<file path="config.mk">
export PLATFORM = sky130hd
export DESIGN_NAME = pbusn_ram
export DESIGN_NICKNAME = d
export VERILOG_FILES = /design/src/design/pbusn_ram.sv
export SDC_FILE = /design/constraint.sdc
export NUM_CORES = 1
export LEC_CHECK = 0
export BUFFER_PORTS_ARGS = -buffer_cell sky130_fd_sc_hd__buf_2
export CORE_MARGIN = 4
export CORE_UTILIZATION = 30
export CTS_BUF_LIST = sky130_fd_sc_hd__clkbuf_4
export DETAILED_ROUTE_END_ITERATION = 10
export PLACE_DENSITY_LB_ADDON = 0.15
export SYNTH_ARGS = -nofsm -noshare
export SYNTH_HDL_FRONTEND = slang
export SYNTH_SLANG_ARGS = --single-unit
</file>
<file path="constraint.sdc">
create_clock -name clk -period 2.95 [get_ports clk]
set_input_delay 0.885 -clock clk [delete_from_list [all_inputs] [get_ports clk]]
set_output_delay 0.885 -clock clk [all_outputs]
set_load 0.03 [all_outputs]
</file>
<file path="src/design/pbusn_ram.sv">
// generic single write port, single read port ram with registered read
// no dependencies
`timescale 1ns / 1ps

module pbusn_ram #(
  parameter int WIDTH = 8,
  parameter int DEPTH = 16
) (
  input  logic                     clk,
  input  logic                     we,
  input  logic [$clog2(DEPTH)-1:0] waddr,
  input  logic [WIDTH-1:0]         wdata,
  input  logic                     re,
  input  logic [$clog2(DEPTH)-1:0] raddr,
  output logic [WIDTH-1:0]         rdata
);

  logic [WIDTH-1:0] mem [DEPTH];

  // write and registered read
  always_ff @(posedge clk) begin
    if (we) begin
      mem[waddr] <= wdata;
    end
    if (re) begin
      rdata <= mem[raddr];
    end
  end

endmodule

</file>
; Word level (Yosys, flattened, before mapping)
; Memory sizes are Yosys's and may differ from the RTL's. A register that Yosys moved wholly into a read port is not among the register bits.
; Index checks and enable logic that the tools add are counted.
; W data, S select, Z words.
[totals]
reg_bits = 0
ramBits = 128
inputBits = 19
out_inout_bits = 8
elab_cells = 3
memories = 1
[classes]
muxes = 2
[memory_table]
columns = name, words, word_bits, rd, rd_ports_with_merged_regs, write_ports, line
row1 = mem, 16, 8, 1, 1, 1, 18  ; logic [WIDTH-1:0] mem [DEPTH];
[op_table]
columns = cell, n
row1 = $mux W1, 2

; Longest topological paths before layout
; Gate-level depths: netlist (run 1).
[depth]
depth_word = 2
depth_mapped = 5
ltp_nobuf = 3

; Worst setup path before layout (run 1)
; OpenSTA, ideal clock, no wires.
[synth_path]
kind = input -> register
from = input port waddr[2]
to = memory mem[0][0], enable pin
setup_time_ns = 0.383
arrival_time_ns = 1.995
required_time_ns = 2.567
setup_slack_ns = 0.572
path_stages = 2
path_buffers = 0
path_cell_list = or3b_2 > nor3_1
[synth_lines]
columns = element, line
row1 = from (decl), 11  ; input logic [$clog2(DEPTH)-1:0] waddr,
row2 = to (decl), 18
; Straight into the memory's write port.

; Worst setup path after layout (run 1)
[layout_path]
from = register rdata[0] (read register of mem)
to = output port rdata[0]
[layout_lines]
columns = element, line
row1 = from (decl), 15  ; output logic [WIDTH-1:0] rdata
; No word-level cell between the ends.

==> results.toml, run 1 <==
[critical_path]
rr_worst_depth = 3
start_kind = "flop"
crit_path_end_kind = "primary output"
crit_slowest_cell = "edfxtp_1"
reg2reg_to = "rdata[5]"
r2r-start = "mem[1][5]"
rrSetupSlack_ns = 1.39
path_class = "flop to primary output"
path_buf_inv = 1
crit_required_ns = 2.07
path_max_fanout = 1
max_stage_delay_ns = 0.47
cp.arrival_ns = 1.24
path_delay_family = "flip-flops"
path_cells = "buf_2"

[die]
fp.dieArea_um2 = 19600
die_h_um = 140
initial_utilization_pct = 30.4
row_count = 48
coreArea_um2 = 17200
top_level_ports = 27
fp.dieW_um = 140

[outcome]
outcome = "finished clean"

[clock_tree]
clock_path_buffers = 2
cts.clk_slew.worst_paths_ns = 0.12
cts_root_buf = "clkbuf_4"
cts_tree = "done"
cts_hold_buf = 0
cts_max_level = 4
clock-sinks = 136
cts_buffers = 17
insertion_delay_ns = 0.54
post_cts_resized = 0
cts_setup_buffers = 0

[cells_and_area]
fin_nets = 306
nFillCells = 1657
instances_no_fill = 526
drive_gt1_share_pct = 32.3
finish.utilization_pct = 35.5
synthToLayoutAreaGrowth_pct = 16.6

[route]
drtIter0Drc = 180
wl_met2_mm = 5.26
viasPerCell = 4.71
drc = 0
num_vias = 2475
wl_met3_um = 466
postRouteAntennaNets = 0
wl_per_cell_um = 21.4
topRoutingLayerUsed = "met4"
drt_wl_total_mm = 11.3
dr.pass1.iters = 4
drt-met1-wl_mm = 5.35

[sta]
tightest_slew_ns = 0.508
max_freq_ghz = 0.471
slew_violations = 0
fin_crit_sh_pct = 71.9
tns_ns = 0
fin_worst_skew_ns = 0.0158
hold_viol = 0
slew_headroom_pct = 66.1
period_minus_slack_ns = 2.12
finalSetupViolCount = 0
grt_setup_unrepaired = "no"

[global_routing]
antenna_found_initial = 1
grt_max_degree = 25
grt_pass1_wl_mm = 16.8
grt-ovfl-total = 0
grt_pass1_vias = 2568
grt_usage_pct = 12.2

[flow_run]
cap_violations = 0

[synthesis]
synth_common_cells = "136 x edfxtp_1, 18 x mux4_2, 16 x a22oi_1, 14 x mux4_1, 13 x nor2_1"
syn_nets = 248
yosysWarnings = 0
synth_ff_type = "edfxtp_1"
ys_ff_latch = 136
yosys.area.top_type = "edfxtp_1"
synth_top_area_share_pct = 78.1
synthArstFlopShare_pct = 0
synthCells = 229
avgSynthCellArea_um2 = 22.8
synth_area_leaders = "edfxtp_1 78%, mux4_2 7.8%, mux4_1 7.0%, a22oi_1 2.3%, nor2_1 0.93%"
yosys.cell_count.top_type = "edfxtp_1"
synth_cell_types = 18
synth_edf_count = 136
seq_area_frac_synth_pct = 78.1
synth.cell_area_um2 = 5230

[power]
p_leak_nw = 2.01
p_per_area_nw_per_um2 = 627
peakVddDrop_uv = 230

[worst_hold_path]
min_from = "wdata[3]"
holdPathStages = 1
hp-class = "input pin to flop"
holdPathEnd = "mem[2][3]"

[placement]
dp_hpwl_mm = 7.38
port_buffers = 26
gp_congestion = 0.700
dp.cells = 493
==> registers in the layout, indices dropped and copies added (netlist names) <==
register  count
rdata         8
mem         128
==> how the worst max path moves through the flow <==
stage	start	endpoint	slack, ns	depth (start not counted)
detailed placement	raddr[0]	rdata[2]	0.39	6
CTS	rdata[0]	rdata[0]	0.79	1
global route	rdata[0]	rdata[0]	0.76	1
global placement	raddr[0]	rdata[2]	0.41	6
floorplan	waddr[2]	mem[0][0]	0.57	2
finish	rdata[0]	rdata[0]	0.83	1
==> layout by cell type (no fill, tap or decap), types with 3 or more instances in the layout <==
master and instances:
clkbuf_4 18, mux4_2 18, buf_2 26, nor2_1 13, edfxtp_1 136, nor3_1 4
bufinv_16 5, buf_4 21, clkinvlp_4 4, clkinv_1 3, a22oi_1 16, mux4_1 14
nand2_1 9
==> cells by family after synthesis <==
group	count (synthesis)	share of synthesized area, %
flip-flops	136	78.1
AND/OR/NAND/NOR	35	3.14
multiplexers	32	14.8
AO/OA/AOI/OAI	16	2.30
buffers and inverters	10	1.65
==> power breakdown <==
part / internal [W] / switching [W] / leakage, nW
registers: 0.00217 / 0.0000108 / 1.24
logic: 0.0000879 / 0.000136 / 0.604
clock network: 0.000757 / 0.000653 / 0.167
==> stage by stage <==
| step | instance area, um^2 | total power (W) | hold WS [ns] | setup slack (ns) |
|---|---|---|---|---|
| after floorplan | 5230 | 0.00235 | 0.705 | 0.572 |
| after global placement | 5750 | 0.00246 | 0.730 | 0.410 |
| after detailed placement | 5750 | 0.00246 | 0.733 | 0.387 |
| after CTS | 6090 | 0.00386 | 0.674 | 0.785 |
| after global routing | 6090 | 0.00397 | 0.663 | 0.756 |
| final | 6090 | 0.00382 | 0.719 | 0.829 |
==> worst reg2reg max path, cell delays in order (launching register included) <==
cell,delay (ns)
edfxtp_1,0.37
mux4_1,0.51
a22oi_1,0.33
nand2_1,0.11
==> metal layers <==
| metal | vias to the layer above | track usage, % |
|---|---|---|
| met5 | - | 0 |
| met4 | 0 | 4.74 |
| met3 | 14 | 3.93 |
| met2 | 58 | 18.2 |
| met1 | 1300 | 16.7 |
| li1 | 1103 | - |
==> final cells by class <==
class                   instances  area (um^2)  area share, %
clock buffers                  18          135           2.22
well taps                     225          282           4.62
repair buffers                 49          328           5.38
clock inverters                14          205           3.37
multi-input cells              83         1060           17.4
diodes                          1         2.50         0.0411
flip-flops and latches        136         4080           67.0
Power figures use the tool's default switching activity.
==> run 2: changes to the inputs <==
==> constraint.sdc (replaced) <==
create_clock -name clk -period 2.05 [get_ports clk]
set_input_delay 0.615 -clock clk [delete_from_list [all_inputs] [get_ports clk]]
set_output_delay 0.615 -clock clk [all_outputs]
set_load 0.03 [all_outputs]
==> run 2 against run 1 <==
Compared with the run above:
- setup slack worse by 0.58 ns
- global-route usage decreased by 0.44 points
- via count down 1.5%
- critical path depth unchanged
- combinational power grew 46%
- highest routed layer unchanged
- sequential share of layout area up 0.88 points
- final cell count increased by 0.38%
- routed wire length fell by 4.2%
- die area is the same
==> results.toml, run 2 (synthesized netlist as in run 1, its figures left out) <==
[sta]
grt_setup_unrepaired = "no"
max_freq_ghz = 0.554
setup_ws_ns = 0.246
slew_headroom_pct = 49.2
fin_worst_skew_ns = 0.0184
tightest_slew_ns = 0.759
period_minus_slack_ns = 1.80
slew_violations = 0
hold_viol = 0
finalSetupViolCount = 0
hold_ws_ns = 0.456
fin_crit_sh_pct = 88.0
tns_ns = 0

[placement]
port_buffers = 26
dp_hpwl_mm = 7.20
gp_congestion = 0.687
dpl_cell_area_um2 = 5800
dp_slack_ns = -0.180

[global_routing]
grt_pass1_wl_mm = 16.4
grt_pass1_vias = 2595
grt_max_degree = 19
grt-ovfl-total = 0
grt_usage_pct = 11.8
antenna_found_initial = 1

[cells_and_area]
synthToLayoutAreaGrowth_pct = 15.1
fin_nets = 308
reg_top3 = "mem: 128 flops, rdata: 8 flops"
drive_gt1_share_pct = 32.5
final_common_cell = "edfxtp_1"
multi_input_area_um2 = 1060
seq_area_um2 = 4080
largest_reg_flops = 128
regMostFlops = "mem"
final_cell_mix = "136 x edfxtp_1, 26 x buf_2, 25 x clkbuf_4"
stdcell_area_um2 = 6010
nFillCells = 1665

[power]
p_per_area_nw_per_um2 = 813
peakVddDrop_uv = 299
p_leak_nw = 1.99
p_total_w = 0.00489

[critical_path]
critPathLaunch = "rdata[6]"
path_cells = "buf_2"
path_max_fanout = 1
path_delay_family = "flip-flops"
path_buf_inv = 1
start_kind = "flop"
crit_required_ns = 1.43
path_class = "flop to primary output"
r2r-start = "mem[1][5]"
crit_slowest_cell = "edfxtp_1"
max_stage_delay_ns = 0.45
cp.arrival_ns = 1.19
crit_path_end_kind = "primary output"

[die]
initial_utilization_pct = 30.4
fp.dieArea_um2 = 19600
coreArea_um2 = 17200
die_h_um = 140
top_level_ports = 27
fp.dieW_um = 140
row_count = 48

[route]
wl_per_cell_um = 20.5
drt_wl_total_mm = 10.8
viasPerCell = 4.62
drtIter0Drc = 149
num_vias = 2439
drc = 0
dr.pass1.iters = 4
postRouteAntennaNets = 0

[outcome]
outcome = "finished clean"

[clock_tree]
insertion_delay_ns = 0.53
cts_tree = "done"
cts_max_level = 4
cts.clk_slew.worst_paths_ns = 0.11
clock-sinks = 136
cts_root_buf = "clkbuf_4"
post_cts_resized = 0
clock_path_buffers = 2
cts_hold_buf = 0
cts_buffers = 17
cts_setup_buffers = 0

[worst_hold_path]
min_from = "re"
hp-class = "input pin to flop"

[flow_run]
cap_violations = 0
==> run 2: cell types whose count changed in the layout (fill, tap and decap cells not counted) <==
cell | previous run | this run
bufinv_16 | 5 | 0
buf_12 | 2 | 4
clkbuf_4 | 18 | 25
clkinvlp_4 | 4 | 0
clkinv_4 | 1 | 0
clkinv_2 | 1 | 2
nor3_2 | 0 | 1
nor3_1 | 4 | 3
clkinv_1 | 3 | 5
==> run 2: final cells by class <==
cell class / instances / share of cell area (%)
clock buffer: 25 / 3.12
multi-input combinational: 83 / 17.7
antenna: 1 / 0.0416
clock inverter: 7 / 0.478
tap: 225 / 4.68
timing repair buffer: 51 / 6.12
sequential: 136 / 67.9
==> run 2: worst paths after layout <==
check	to	slack (ns)	depth (start not counted)
setup / recovery	rdata[6]	0.25	1
hold / removal	rdata[2]	0.46	1
setup reg to reg	rdata[5]	0.53	4
hold reg to reg	rdata[1]	0.75	3
==> run 2: power by group <==
group          switching [W]  internal [W]  total [W]
combinational       0.000192      0.000136   0.000327
clock               0.000857      0.000564    0.00142
sequential         0.0000165       0.00313    0.00314
==> run 2: per-layer routing <==
| metal | vias up | track usage [%] | wire (um) | part of all wire, % |
|---|---|---|---|---|
| li1 | 1104 | - | - | - |
| met2 | 53 | 19.3 | 5500 | 51 |
| met3 | 10 | 3.35 | 368 | 3.4 |
| met5 | - | 0 | 0 | 0 |
| met4 | 0 | 4.28 | 159 | 1.5 |
| met1 | 1272 | 15.0 | 4780 | 44 |
==> run 2: stage by stage <==
step	utilization (%)	instances
3_5_place_dp	33.7	495
2_1_floorplan	-	229
5_1_grt	35.0	528
6_report	35.0	528
3_3_place_gp	33.7	495
4_1_cts	35.0	527
==> run 3: changes to the inputs <==
--- a/config.mk
+++ b/config.mk
@@ -6,7 +6,6 @@
 export NUM_CORES = 1
 export LEC_CHECK = 0
 export BUFFER_PORTS_ARGS = -buffer_cell sky130_fd_sc_hd__buf_2
-export CORE_MARGIN = 4
 export CORE_UTILIZATION = 30
 export CTS_BUF_LIST = sky130_fd_sc_hd__clkbuf_4
 export DETAILED_ROUTE_END_ITERATION = 10
==> run 3 against run 2 <==
Compared with the run above:
- worst hold slack better by 0.026 ns
- sequential power hardly changed
- critical path depth unchanged
- flip-flop and latch count did not move
- non-clock buffer count down 1
- register-to-register slack worse by 0.03 ns
- setup slack better by 0.025 ns
- via count grew 0.33%
- first-iteration DRC count rose by 31%
- clock skew fell by 0.0044 ns
- critical path type unchanged
- largest cell class unchanged
- clock power fell by 3%
==> results.toml, run 3 (synthesized netlist as in run 1, its figures left out) <==
[route]
postRouteAntennaNets = 0
dr.pass1.iters = 4
wl_per_cell_um = 20.4
drtIter0Drc = 195
drc = 0
num_vias = 2447
drt_wl_total_mm = 10.6
viasPerCell = 4.70

[clock_tree]
insertion_delay_ns = 0.51
cts.clk_slew.worst_paths_ns = 0.11
post_cts_resized = 0
cts_buffers = 17
clock_path_buffers = 2
cts_root_buf = "clkbuf_4"
cts_tree = "done"
clock-sinks = 136
cts_setup_buffers = 0
cts_max_level = 4
cts_hold_buf = 0

[placement]
port_buffers = 26
gp_congestion = 0.685
dp_hpwl_mm = 7.26

[global_routing]
grt_pass1_wl_mm = 15.9
grt_pass1_vias = 2566
grt-ovfl-total = 0
antenna_found_initial = 1
grt_usage_pct = 13.1
grt_max_degree = 22

[sta]
max_freq_ghz = 0.562
tns_ns = 0
slew_violations = 0
grt_setup_unrepaired = "no"
hold_viol = 0
tightest_slew_ns = 0.741
fin_crit_sh_pct = 86.8
finalSetupViolCount = 0
period_minus_slack_ns = 1.78
slew_headroom_pct = 50.5
fin_worst_skew_ns = 0.0140

[die]
fp.dieW_um = 134
initial_utilization_pct = 31.1
coreArea_um2 = 16800
row_count = 47
top_level_ports = 27
die_h_um = 134
fp.dieArea_um2 = 18000

[cells_and_area]
finish.utilization_pct = 35.7
final_cell_mix = "136 x edfxtp_1, 26 x buf_2, 24 x clkbuf_4"
fin_nets = 307
regMostFlops = "mem"
final_common_cell = "edfxtp_1"
drive_gt1_share_pct = 32.3
synthToLayoutAreaGrowth_pct = 14.9
largest_reg_flops = 128
reg_top3 = "mem: 128 flops, rdata: 8 flops"
nFillCells = 1603

[power]
p_per_area_nw_per_um2 = 809
p_int_w = 0.00381
comb_power_share_pct = 6.8
seq_power_share_pct = 64.7
p_leak_nw = 1.99
p_sw_share_pct = 21.6
peakVddDrop_uv = 265
power_frac_clock_pct = 28.5
p_sw_w = 0.00105

[critical_path]
critPathLaunch = "rdata[6]"
start_kind = "flop"
crit_required_ns = 1.43
max_stage_delay_ns = 0.44
path_cells = "buf_2"
r2r-start = "mem[6][3]"
path_max_fanout = 1
path_buf_inv = 1
path_class = "flop to primary output"
cp.arrival_ns = 1.16
crit_slowest_cell = "edfxtp_1"
path_delay_family = "flip-flops"
crit_path_end_kind = "primary output"

[worst_hold_path]
hp-class = "input pin to flop"
min_from = "re"

[outcome]
outcome = "finished clean"

[flow_run]
cap_violations = 0
## run 3: changes by cell type in the layout (fill, tap and decap cells not counted), sizes merged
cell | before | now
clkbuf | 25 | 24
buf | 51 | 50
## run 3: stage by stage
stage | cells | total power (W) | hold slack (ns) | cell area (um^2) | setup slack, ns
floorplan | 229 | 0.00339 | 0.705 | 5230 | 0.153
global placement | 489 | 0.00355 | 0.727 | 5790 | -0.221
detailed placement | 489 | 0.00355 | 0.735 | 5790 | -0.214
CTS | 520 | 0.00493 | 0.415 | 6000 | 0.206
global route | 521 | 0.00506 | 0.401 | 6010 | 0.183
finish | 521 | 0.00486 | 0.482 | 6010 | 0.271
## run 3: power by group through the flow
stage	combinational (W)	sequential, W	clock [W]
after floorplan	0.000158	0.00323	0
after global placement	0.000338	0.00321	0
after global routing	0.000360	0.00315	0.00155
final	0.000332	0.00314	0.00138
after detailed placement	0.000341	0.00321	0
after CTS	0.000342	0.00314	0.00145
## run 3: worst paths after layout
| kind | endpoint | slack (ns) | depth (start not counted) |
|---|---|---|---|
| max | rdata[6] | 0.27 | 1 |
| min | rdata[1] | 0.48 | 1 |
| max reg2reg | rdata[3] | 0.50 | 3 |
| min reg2reg | rdata[1] | 0.76 | 3 |
## run 3: area by class of cell
| class | count | area (um^2) | share of cell area [%] |
|---|---|---|---|
| Sequential cell | 136 | 4080 | 68.0 |
| Multi-Input combinational cell | 83 | 1060 | 17.7 |
| Timing Repair Buffer | 50 | 373 | 6.21 |
| Tap cell | 220 | 275 | 4.58 |
| Clock buffer | 24 | 180 | 3.00 |
| Clock inverter | 7 | 30.0 | 0.500 |
| Antenna cell | 1 | 2.50 | 0.0417 |
## run 3: routing by layer
layer | global-route usage, % | vias up | part of all wire [%]
li1 | - | 1100 | -
met1 | 17.1 | 1283 | 47
met2 | 20.0 | 59 | 48
met3 | 4.16 | 5 | 4.2
met4 | 5.49 | 0 | 0.93
met5 | 0 | - | 0
